<file path="config.mk">
export PLATFORM = sky130hd
export DESIGN_NAME = websocket_frame_deframer
export DESIGN_NICKNAME = d
export VERILOG_FILES = /design/src/hw/rtl/wsd_pkg.sv /design/src/hw/rtl/wsd_parser.sv /design/src/hw/rtl/wsd_out_buf.sv /design/src/hw/rtl/websocket_frame_deframer.sv
export SDC_FILE = /design/constraint.sdc
export NUM_CORES = 1
export LEC_CHECK = 0
export ABC_AREA = 1
export BUFFER_PORTS_ARGS = -buffer_cell sky130_fd_sc_hd__buf_4
export CAP_MARGIN = 20
export CELL_PAD_IN_SITES_DETAIL_PLACEMENT = 0
export CELL_PAD_IN_SITES_GLOBAL_PLACEMENT = 2
export CORE_MARGIN = 2
export CORE_UTILIZATION = 38
export DETAILED_ROUTE_END_ITERATION = 7
export GPL_ROUTABILITY_DRIVEN = 0
export PLACE_DENSITY_LB_ADDON = 0.1
export SLEW_MARGIN = 20
export SYNTH_ARGS = -nofsm -noshare
export SYNTH_HDL_FRONTEND = slang
export SYNTH_SLANG_ARGS = --single-unit
</file>
<file path="constraint.sdc">
create_clock -name i_clk -period 7.4 [get_ports i_clk]
set_input_delay 0.74 -clock i_clk [delete_from_list [all_inputs] [get_ports i_clk]]
set_output_delay 0.74 -clock i_clk [all_outputs]
set_load 0.005 [all_outputs]
</file>
<file path="src/hw/rtl/wsd_pkg.sv">
// Shared types and constants of the WebSocket frame deframer.
package wsd_pkg;

    // Configuration register indexes.
    localparam logic CFG_MAX_PAYLOAD  = 1'b0;
    localparam logic CFG_REQUIRE_MASK = 1'b1;

    // Configuration reset values.
    localparam logic [31:0] MAX_PAYLOAD_RESET = 32'd33554432;

    // Frame opcodes.
    localparam logic [3:0] OP_CONT   = 4'h0;
    localparam logic [3:0] OP_TEXT   = 4'h1;
    localparam logic [3:0] OP_BINARY = 4'h2;
    localparam logic [3:0] OP_CLOSE  = 4'h8;
    localparam logic [3:0] OP_PING   = 4'h9;
    localparam logic [3:0] OP_PONG   = 4'hA;

    // Header length codes and limits.
    localparam logic [6:0]  LEN_EXT16    = 7'd126;
    localparam logic [6:0]  LEN_EXT64    = 7'd127;
    localparam logic [63:0] CTRL_MAX_LEN = 64'd125;

    // Kinds of result items.
    localparam logic [1:0] KIND_HEADER = 2'd0;
    localparam logic [1:0] KIND_DATA   = 2'd1;
    localparam logic [1:0] KIND_PING   = 2'd2;
    localparam logic [1:0] KIND_PONG   = 2'd3;

    // Status codes.
    localparam logic [2:0] ST_OK        = 3'd0;
    localparam logic [2:0] ST_RESERVED  = 3'd1;
    localparam logic [2:0] ST_TOO_LARGE = 3'd2;
    localparam logic [2:0] ST_UNMASKED  = 3'd3;
    localparam logic [2:0] ST_BAD_CTRL  = 3'd4;
    localparam logic [2:0] ST_UNKNOWN   = 3'd5;
    localparam logic [2:0] ST_FRAG      = 3'd6;
    localparam logic [2:0] ST_CLOSE     = 3'd7;

    // One result item as it travels from the parser to the output buffer.
    typedef struct packed {
        logic [7:0] payload_byte;
        logic       payload_valid;
        logic [1:0] frame_kind;
        logic [1:0] message_opcode;
        logic       message_end;
        logic       control_end;
        logic [2:0] status;
    } t_result;

endpackage

</file>
<file path="src/hw/rtl/wsd_parser.sv">
// Input register, frame parsing state and per-byte result logic.
module wsd_parser import wsd_pkg::*; (
    input  logic        i_clk,
    input  logic        i_rst_n,
    input  logic        i_valid,
    output logic        o_stall,
    input  logic [7:0]  i_rx_byte,
    input  logic        i_cfg_valid,
    input  logic        i_cfg_index,
    input  logic [31:0] i_cfg_data,
    input  logic        i_out_ready,
    output logic        o_push,
    output t_result     o_result
);

    typedef enum logic [2:0] {
        PH_HDR0,
        PH_HDR1,
        PH_EXT16,
        PH_EXT64,
        PH_MASK,
        PH_DATA
    } t_phase;

    // Input register.
    logic       r_in_valid;
    logic [7:0] r_in_byte;
    logic       fire;

    // Configuration.
    logic [31:0] r_max_payload;
    logic        r_require_mask;

    // Parser state.
    t_phase      r_phase, n_phase;
    logic [2:0]  r_cnt, n_cnt;
    logic        r_fin, n_fin;
    logic [3:0]  r_opcode, n_opcode;
    logic        r_masked, n_masked;
    logic [63:0] r_len, n_len;
    logic [31:0] r_mask_key, n_mask_key;
    logic [1:0]  r_mask_idx, n_mask_idx;
    logic        r_frag_active, n_frag_active;
    logic [1:0]  r_frag_op, n_frag_op;
    logic [2:0]  r_latched, n_latched;

    // Working signals of the byte logic.
    t_result     res;
    logic        hdr_done;
    logic [63:0] hdr_len;
    logic        hdr_masked;
    logic [2:0]  hdr_status;
    logic        frame_end;
    logic [7:0]  key_byte;
    logic [7:0]  b;

    // The byte in the input register moves on when the output buffer has room.
    assign fire    = r_in_valid && i_out_ready;
    assign o_stall = r_in_valid && !i_out_ready;
    assign o_push  = fire;
    assign o_result = res;
    assign b       = r_in_byte;

    always_ff @(posedge i_clk) begin
        if (!i_rst_n) begin
            r_in_valid <= 1'b0;
        end else if (!o_stall) begin
            r_in_valid <= i_valid;
        end
        if (i_valid && !o_stall) begin
            r_in_byte <= i_rx_byte;
        end
    end

    // Configuration registers.
    always_ff @(posedge i_clk) begin
        if (!i_rst_n) begin
            r_max_payload  <= MAX_PAYLOAD_RESET;
            r_require_mask <= 1'b1;
        end else if (i_cfg_valid) begin
            unique case (i_cfg_index)
                CFG_MAX_PAYLOAD:  r_max_payload  <= i_cfg_data;
                CFG_REQUIRE_MASK: r_require_mask <= i_cfg_data[0];
                default: ;
            endcase
        end
    end

    // Mask key byte for the current payload position, most significant first.
    always_comb begin
        unique case (r_mask_idx)
            2'd0:    key_byte = r_mask_key[31:24];
            2'd1:    key_byte = r_mask_key[23:16];
            2'd2:    key_byte = r_mask_key[15:8];
            default: key_byte = r_mask_key[7:0];
        endcase
    end

    // Header checks, in priority order, once the payload length is known.
    always_comb begin
        priority if (hdr_len > {32'd0, r_max_payload}) begin
            hdr_status = ST_TOO_LARGE;
        end else if (r_require_mask && !hdr_masked) begin
            hdr_status = ST_UNMASKED;
        end else if (r_opcode[3] && (!r_fin || hdr_len > CTRL_MAX_LEN)) begin
            hdr_status = ST_BAD_CTRL;
        end else if (r_opcode == OP_CLOSE) begin
            hdr_status = ST_CLOSE;
        end else if (r_opcode > OP_PONG || (r_opcode > OP_BINARY && !r_opcode[3])) begin
            hdr_status = ST_UNKNOWN;
        end else if ((r_opcode == OP_TEXT || r_opcode == OP_BINARY) && r_frag_active) begin
            hdr_status = ST_FRAG;
        end else if (r_opcode == OP_CONT && !r_frag_active) begin
            hdr_status = ST_FRAG;
        end else begin
            hdr_status = ST_OK;
        end
    end

    // Next state and result for the byte in the input register.
    always_comb begin
        n_phase       = r_phase;
        n_cnt         = r_cnt;
        n_fin         = r_fin;
        n_opcode      = r_opcode;
        n_masked      = r_masked;
        n_len         = r_len;
        n_mask_key    = r_mask_key;
        n_mask_idx    = r_mask_idx;
        n_frag_active = r_frag_active;
        n_frag_op     = r_frag_op;
        n_latched     = r_latched;
        res           = '0;
        hdr_done      = 1'b0;
        hdr_len       = {r_len[55:0], b};
        hdr_masked    = r_masked;
        frame_end     = 1'b0;

        if (r_latched != ST_OK) begin
            // After an error or a close, every byte only repeats the status.
            res.status = r_latched;
        end else begin
            unique case (r_phase)
                PH_HDR0: begin
                    n_fin    = b[7];
                    n_opcode = b[3:0];
                    if (b[6:4] != 3'd0) begin
                        n_latched  = ST_RESERVED;
                        res.status = ST_RESERVED;
                    end else begin
                        n_phase = PH_HDR1;
                    end
                end
                PH_HDR1: begin
                    n_masked   = b[7];
                    hdr_masked = b[7];
                    n_cnt      = 3'd0;
                    n_len      = '0;
                    hdr_len    = {57'd0, b[6:0]};
                    if (b[6:0] == LEN_EXT16) begin
                        n_phase = PH_EXT16;
                    end else if (b[6:0] == LEN_EXT64) begin
                        n_phase = PH_EXT64;
                    end else begin
                        hdr_done = 1'b1;
                    end
                end
                PH_EXT16, PH_EXT64: begin
                    n_len = hdr_len;
                    n_cnt = r_cnt + 3'd1;
                    if ((r_phase == PH_EXT16 && n_cnt == 3'd2) ||
                        (r_phase == PH_EXT64 && n_cnt == 3'd0)) begin
                        hdr_done = 1'b1;
                    end
                end
                PH_MASK: begin
                    n_mask_key = {r_mask_key[23:0], b};
                    n_cnt      = r_cnt + 3'd1;
                    if (n_cnt[2]) begin
                        n_cnt      = 3'd0;
                        n_mask_idx = 2'd0;
                        if (r_len == 64'd0) begin
                            frame_end = 1'b1;
                        end else begin
                            n_phase = PH_DATA;
                        end
                    end
                end
                PH_DATA: begin
                    n_mask_idx        = r_mask_idx + 2'd1;
                    res.payload_byte  = r_masked ? (b ^ key_byte) : b;
                    res.payload_valid = 1'b1;
                    if (r_opcode == OP_PING) begin
                        res.frame_kind = KIND_PING;
                    end else if (r_opcode == OP_PONG) begin
                        res.frame_kind = KIND_PONG;
                    end else begin
                        res.frame_kind     = KIND_DATA;
                        res.message_opcode = r_frag_op;
                    end
                    if (r_len != 64'd0) begin
                        n_len = r_len - 64'd1;
                    end
                    if (r_len <= 64'd1) begin
                        frame_end = 1'b1;
                    end
                end
                default: begin
                    n_phase = PH_HDR0;
                end
            endcase

            // Header complete: check it, then open the payload or finish.
            if (hdr_done) begin
                if (hdr_status != ST_OK) begin
                    n_latched  = hdr_status;
                    res.status = hdr_status;
                end else begin
                    if (r_opcode == OP_TEXT || r_opcode == OP_BINARY) begin
                        n_frag_active = 1'b1;
                        n_frag_op     = r_opcode[1:0];
                    end
                    n_len      = hdr_len;
                    n_mask_idx = 2'd0;
                    n_cnt      = 3'd0;
                    if (hdr_masked) begin
                        n_phase = PH_MASK;
                    end else if (hdr_len == 64'd0) begin
                        frame_end = 1'b1;
                    end else begin
                        n_phase = PH_DATA;
                    end
                end
            end

            // End of a frame: mark control frames and final data fragments.
            if (frame_end) begin
                if (r_opcode == OP_PING || r_opcode == OP_PONG) begin
                    res.control_end = 1'b1;
                end else if (r_fin) begin
                    res.message_end    = 1'b1;
                    res.message_opcode = n_frag_op;
                    n_frag_active      = 1'b0;
                    n_frag_op          = 2'd0;
                end
                n_phase = PH_HDR0;
            end
        end
    end

    // Parser state advances once per transfer out of the input register.
    always_ff @(posedge i_clk) begin
        if (!i_rst_n) begin
            r_phase       <= PH_HDR0;
            r_cnt         <= 3'd0;
            r_fin         <= 1'b0;
            r_opcode      <= OP_CONT;
            r_masked      <= 1'b0;
            r_len         <= '0;
            r_mask_key    <= '0;
            r_mask_idx    <= 2'd0;
            r_frag_active <= 1'b0;
            r_frag_op     <= 2'd0;
            r_latched     <= ST_OK;
        end else if (fire) begin
            r_phase       <= n_phase;
            r_cnt         <= n_cnt;
            r_fin         <= n_fin;
            r_opcode      <= n_opcode;
            r_masked      <= n_masked;
            r_len         <= n_len;
            r_mask_key    <= n_mask_key;
            r_mask_idx    <= n_mask_idx;
            r_frag_active <= n_frag_active;
            r_frag_op     <= n_frag_op;
            r_latched     <= n_latched;
        end
    end

endmodule

</file>
<file path="src/hw/rtl/wsd_out_buf.sv">
// Two-entry result buffer between the parser and the output channel.
module wsd_out_buf import wsd_pkg::*; (
    input  logic    i_clk,
    input  logic    i_rst_n,
    input  logic    i_push,
    input  t_result i_result,
    output logic    o_ready,
    output logic    o_valid,
    input  logic    i_stall,
    output t_result o_result
);

    t_result    r_ent [2];
    logic       r_wr_ptr;
    logic       r_rd_ptr;
    logic [1:0] r_count;
    logic       pop;

    // Room is judged on the registered count, so ready never waits on i_stall.
    assign o_ready  = (r_count != 2'd2);
    assign o_valid  = (r_count != 2'd0);
    assign pop      = o_valid && !i_stall;
    assign o_result = r_ent[r_rd_ptr];

    // Pointers and fill count.
    always_ff @(posedge i_clk) begin
        if (!i_rst_n) begin
            r_wr_ptr <= 1'b0;
            r_rd_ptr <= 1'b0;
            r_count  <= 2'd0;
        end else begin
            if (i_push) begin
                r_wr_ptr <= ~r_wr_ptr;
            end
            if (pop) begin
                r_rd_ptr <= ~r_rd_ptr;
            end
            unique case ({i_push, pop})
                2'b10:   r_count <= r_count + 2'd1;
                2'b01:   r_count <= r_count - 2'd1;
                default: r_count <= r_count;
            endcase
        end
    end

    // Result storage.
    always_ff @(posedge i_clk) begin
        if (i_push) begin
            r_ent[r_wr_ptr] <= i_result;
        end
    end

endmodule

</file>
<file path="src/hw/rtl/websocket_frame_deframer.sv">
// WebSocket receive deframer (server side). It takes one received byte per
// clock unless o_stall holds it, and gives one result item per byte: a
// header marker, or an unmasked payload byte tagged as data, ping or pong.
// A byte is registered in the input register, and the parser turns it into
// a result that is written into a two-entry output buffer, from which it is
// offered on the output. The sustained rate is one byte per cycle when the
// output side takes results as they come. A stall on the output holds the
// input only once both buffer entries are full and a byte waits in the input
// register. Any header error or a close frame latches its status; every later
// byte then returns only that status until reset. Configuration writes are
// always taken and must be made while no byte is in flight.
module websocket_frame_deframer import wsd_pkg::*; (
    input  logic        i_clk,
    input  logic        i_rst_n,
    // Received bytes.
    input  logic        i_valid,
    output logic        o_stall,
    input  logic [7:0]  i_rx_byte,
    // Configuration writes.
    input  logic        i_cfg_valid,
    output logic        o_cfg_ready,
    input  logic        i_cfg_index,
    input  logic [31:0] i_cfg_data,
    // Result items.
    output logic        o_valid,
    input  logic        i_stall,
    output logic [7:0]  o_payload_byte,
    output logic        o_payload_valid,
    output logic [1:0]  o_frame_kind,
    output logic [1:0]  o_message_opcode,
    output logic        o_message_end,
    output logic        o_control_end,
    output logic [2:0]  o_status
);

    logic    out_ready;
    logic    push;
    t_result parsed;
    t_result head;

    assign o_cfg_ready = 1'b1;

    wsd_parser u_parser (
        .i_clk       (i_clk),
        .i_rst_n     (i_rst_n),
        .i_valid     (i_valid),
        .o_stall     (o_stall),
        .i_rx_byte   (i_rx_byte),
        .i_cfg_valid (i_cfg_valid && o_cfg_ready),
        .i_cfg_index (i_cfg_index),
        .i_cfg_data  (i_cfg_data),
        .i_out_ready (out_ready),
        .o_push      (push),
        .o_result    (parsed)
    );

    wsd_out_buf u_out_buf (
        .i_clk    (i_clk),
        .i_rst_n  (i_rst_n),
        .i_push   (push),
        .i_result (parsed),
        .o_ready  (out_ready),
        .o_valid  (o_valid),
        .i_stall  (i_stall),
        .o_result (head)
    );

    // Result fields onto their own ports.
    assign o_payload_byte   = head.payload_byte;
    assign o_payload_valid  = head.payload_valid;
    assign o_frame_kind     = head.frame_kind;
    assign o_message_opcode = head.message_opcode;
    assign o_message_end    = head.message_end;
    assign o_control_end    = head.control_end;
    assign o_status         = head.status;

endmodule

</file>
==> summary.md <==
| Metric | Value |
|---|---|
| Drt via density | `5.48` |
| CP most frequent cell | `nand2_1` |
| CP peak stage delay | `0.37 ns` |
| Cell Area, Synth | `12,300 um2` |
| Layout cell share with drive strength beyond 1 | `0.116` |
| CP required | `7.61 ns` |
| Final Cycle Share | `0.512` |
| Clock Tree Buf Depth | `2` |
| Critical Path AT | `4.00 ns` |
| Main flop type after synthesis | `dfxtp_1` |
| Fmax | `264 MHz` |
| Pwr Density | `202 nW/um2` |
| Die area | `33,900 um2` |
| Clock Skew | `0.0124 ns` |
| GRT Util Overall | `0.250` |
| Slew margin rel. | `0.326` |
| Final ANT Viol Nets | `0` |
| Total gr overflow | `0` |
| Logic pwr share | `0.217` |
| Max Cap Viol | `0` |
| # fillers | `3,356` |
| First-pass GRT wire length | `64.7 mm` |
| CTS Buf Count | `17` |
| PnR Total Power | `2760 uW` |
| CP max FO | `26` |
| Share of the synthesized area in the top cell type | `0.252` |
| Sw Pwr | `960 uW` |
| CP Launch Point | `u_parser.r_latched[2]` |
| Netlist cell types | `57` |
| R2R Path Start | `u_parser.r_latched[2]` |
| Worst hold path type | `input pin to register` |
| CP Launch Type | `register` |
| Initial Util | `0.388` |
| Later-pin clock latency in the skew report | `0.47 ns` |
| Critical Path End | `u_out_buf.r_ent[0][5]` |
| Fin worst setup slack | `3.61 ns` |
| FF-to-FF setup slack | `3.61 ns` |
| Chip Width | `184 um` |
| Worst Tran Pin Value | `1.01 ns` |
| DRC Markers | `0` |
| Depth of the CTS H-tree | `4` |
| CP bufs+invs | `3` |
| Clk slew on worst S/H paths | `0.09 ns` |
| Pre-Repair DR Iteration Count | `7` |
| Slew Limit Fails | `0` |
| Dpl hpwl | `29.5 mm` |
| Final hold violations | `0` |
| Syn Nets | `1,846` |
| Antenna cells | `0` |
| Leading area contributor after synthesis | `dfxtp_1` |
| Post-synthesis cell count | `1,760` |
| Cell area after layout | `13,700 um2` |
| Post-synthesis area per instance | `7.00 um2` |
| I/O pins | `67` |
| PortBufs | `65` |
| Total Nets Final | `1,861` |
| Total Negative Setup Slacks | `0 ns` |
| Worst VDD drop | `0.168 mV` |
| Instance count on the critical path | `20` |
| Synth Warn # | `0` |
| WL/cell | `19.0 um` |
| Internal power | `1800 uW` |
| Initial DRC count | `973` |
| Final wirelength | `41.7 mm` |
| Critical Path, Cell by Cell | `inv_1, nand2_1, nor2_2, nand2_4, inv_2, nor2_1, ha_1, nand2_1, nor2_1, nand2_1, nor3_1, nand3_2, nand2_2, nand4_4, inv_2, nand2_1, nand2_1, nand3_1, nand2_1, a21oi_1` |
| Number of synthesized flops with an enable pin | `44` |
| Post-Place Worst Slack | `3.64 ns` |
| Sequential element share of the synthesized area | `0.359` |
| Crit-path slowest cell | `inv_2` |
| Pleak | `0.00587 uW` |
| Min-Delay Startpoint | `i_rx_byte[4]` |
| Endpoints failing setup | `0` |
| Sw Ratio | `0.347` |
| WS Path Type | `register to register` |
| Via count | `12,000` |
| Root Driver | `clkbuf_16` |
| Crit. End Element | `register` |
| Total core area | `31,700 um2` |
| Clock share of power | `0.356` |
| Top post-synthesis cells by area | `dfxtp_1 25%, edfxtp_1 11%, nand2_1 8.9%, a21oi_1 8.1%, nor2_1 7.0%` |
| TritonCTS clock tree | `done` |
| Initial antenna violation count | `0` |
| CTS sink cnt | `199` |
| R2R cell count | `20` |
| RSZ-0062 raised after global routing | `no` |
| Crit-path leading delay family | `simple AND/OR/NAND/NOR gates` |
| Dominant cell by count in the synthesized netlist | `nand2_1` |
| Rows | `65` |
| Post-CTS Resized | `0` |
| Post-CTS setup buffers | `0` |
| Area growth syn-to-layout | `10.9%` |
| Hold_buf cts | `0` |
| Area after DPL | `13,100 um2` |
| Capturing point of the worst reg2reg path | `u_out_buf.r_ent[0][5]` |
| Yosys reg bits | `199` |
| Status | `finished clean` |
| Period minus WS final | `3.79 ns` |
| Flop pwr share | `0.428` |
| Overall die height | `184 um` |
| Largest net degree at the start of global routing | `83` |
| Vias in the first global route | `11,300` |
| Async SR Flop Fraction | `0` |
| Synth top cells by count | `291 x nand2_1, 229 x nor2_1, 207 x inv_1` |
[power by group through the flow]
| stage | Clock [uW] | Combinational [uW] | Sequential (uW) |
|---|---|---|---|
| finish | 983 | 599 | 1180 |
| global route | 1050 | 658 | 1190 |
| CTS | 1010 | 596 | 1180 |
| detailed placement | 0 | 593 | 1210 |
| global placement | 0 | 591 | 1210 |
| floorplan | 0 | 402 | 1190 |
[cells by family after synthesis]
group                      share of synthesized area
muxes                                         0.0165
and+or+nand+nor                                0.255
AOI/OAI and AO/OA                              0.221
DFF                                            0.359
adders and majority gates                     0.0406
xor gates and xnor gates                      0.0107
other                                       0.000304
buffers and inverters                         0.0974
[cells in the final DEF (no fill, tap or decap), types with 13 or more instances in the layout]
cell type    n
nand2_1    291
nor2_1     227
inv_1      207
a21oi_1    199
o21ai_0    166
dfxtp_1    155
buf_4       78
nand3_1     56
edfxtp_1    44
ha_1        40
nor3_1      39
o221ai_1    38
nand4_1     21
nor2_2      20
mux2_2      18
clkbuf_16   17
xor2_1      14
a22oi_1     14
o21ai_1     13
[sequential cells by signal, indices dropped and copies added, names as in the netlist, named ones only]
register	flops
u_parser.r_fin	1
u_parser.r_mask_idx	2
u_parser.r_in_valid	1
u_out_buf.r_rd_ptr	1
u_parser.r_mask_key	32
u_parser.r_phase	3
u_parser.r_max_payload	32
u_parser.r_frag_op	2
u_parser.r_frag_active	1
u_out_buf.r_ent	36
u_parser.r_masked	1
u_parser.r_cnt	3
u_parser.b	8
u_out_buf.r_wr_ptr	1
u_out_buf.r_count	2
u_parser.r_latched	3
u_parser.r_opcode	4
u_parser.r_require_mask	1
u_parser.r_len	64
[cell type report]
type                            count  area, um2  share of cell area
Multi-Input combinational cell   1257       6700               0.491
Sequential cell                   199       4420               0.324
Inverter                          222        833              0.0610
Timing Repair Buffer               78        586              0.0429
Tap cell                          402        503              0.0368
Clock buffer                       18        439              0.0321
Clock inverter                     14        173              0.0126
[per-layer routing]
metal  track usage  wire length (um)  up-vias
met5             0                 0        -
met4        0.0662               645        0
met3        0.0323              1750       43
met2         0.410             19200      303
met1         0.347             20000     5682
li1              -                 -     5966
[metrics by stage]
step / hold slack, ns / instances / utilization
finish: 0.446 / 2190 / 0.431
global route: 0.423 / 2190 / 0.431
CTS: 0.422 / 2190 / 0.431
detailed placement: 0.439 / 2158 / 0.411
global placement: 0.438 / 2158 / 0.411
floorplan: 0.422 / 1760 / -
[worst min path at each step]
stage,to,slack (ns),cells after the start
floorplan,u_parser.r_require_mask,0.42,2
CTS,u_parser.b[6],0.42,1
finish,u_parser.b[4],0.45,1
detailed placement,register,0.44,1
global route,u_parser.b[6],0.42,1
global placement,register,0.44,1
No activity file was read; power rests on OpenSTA's default activity.
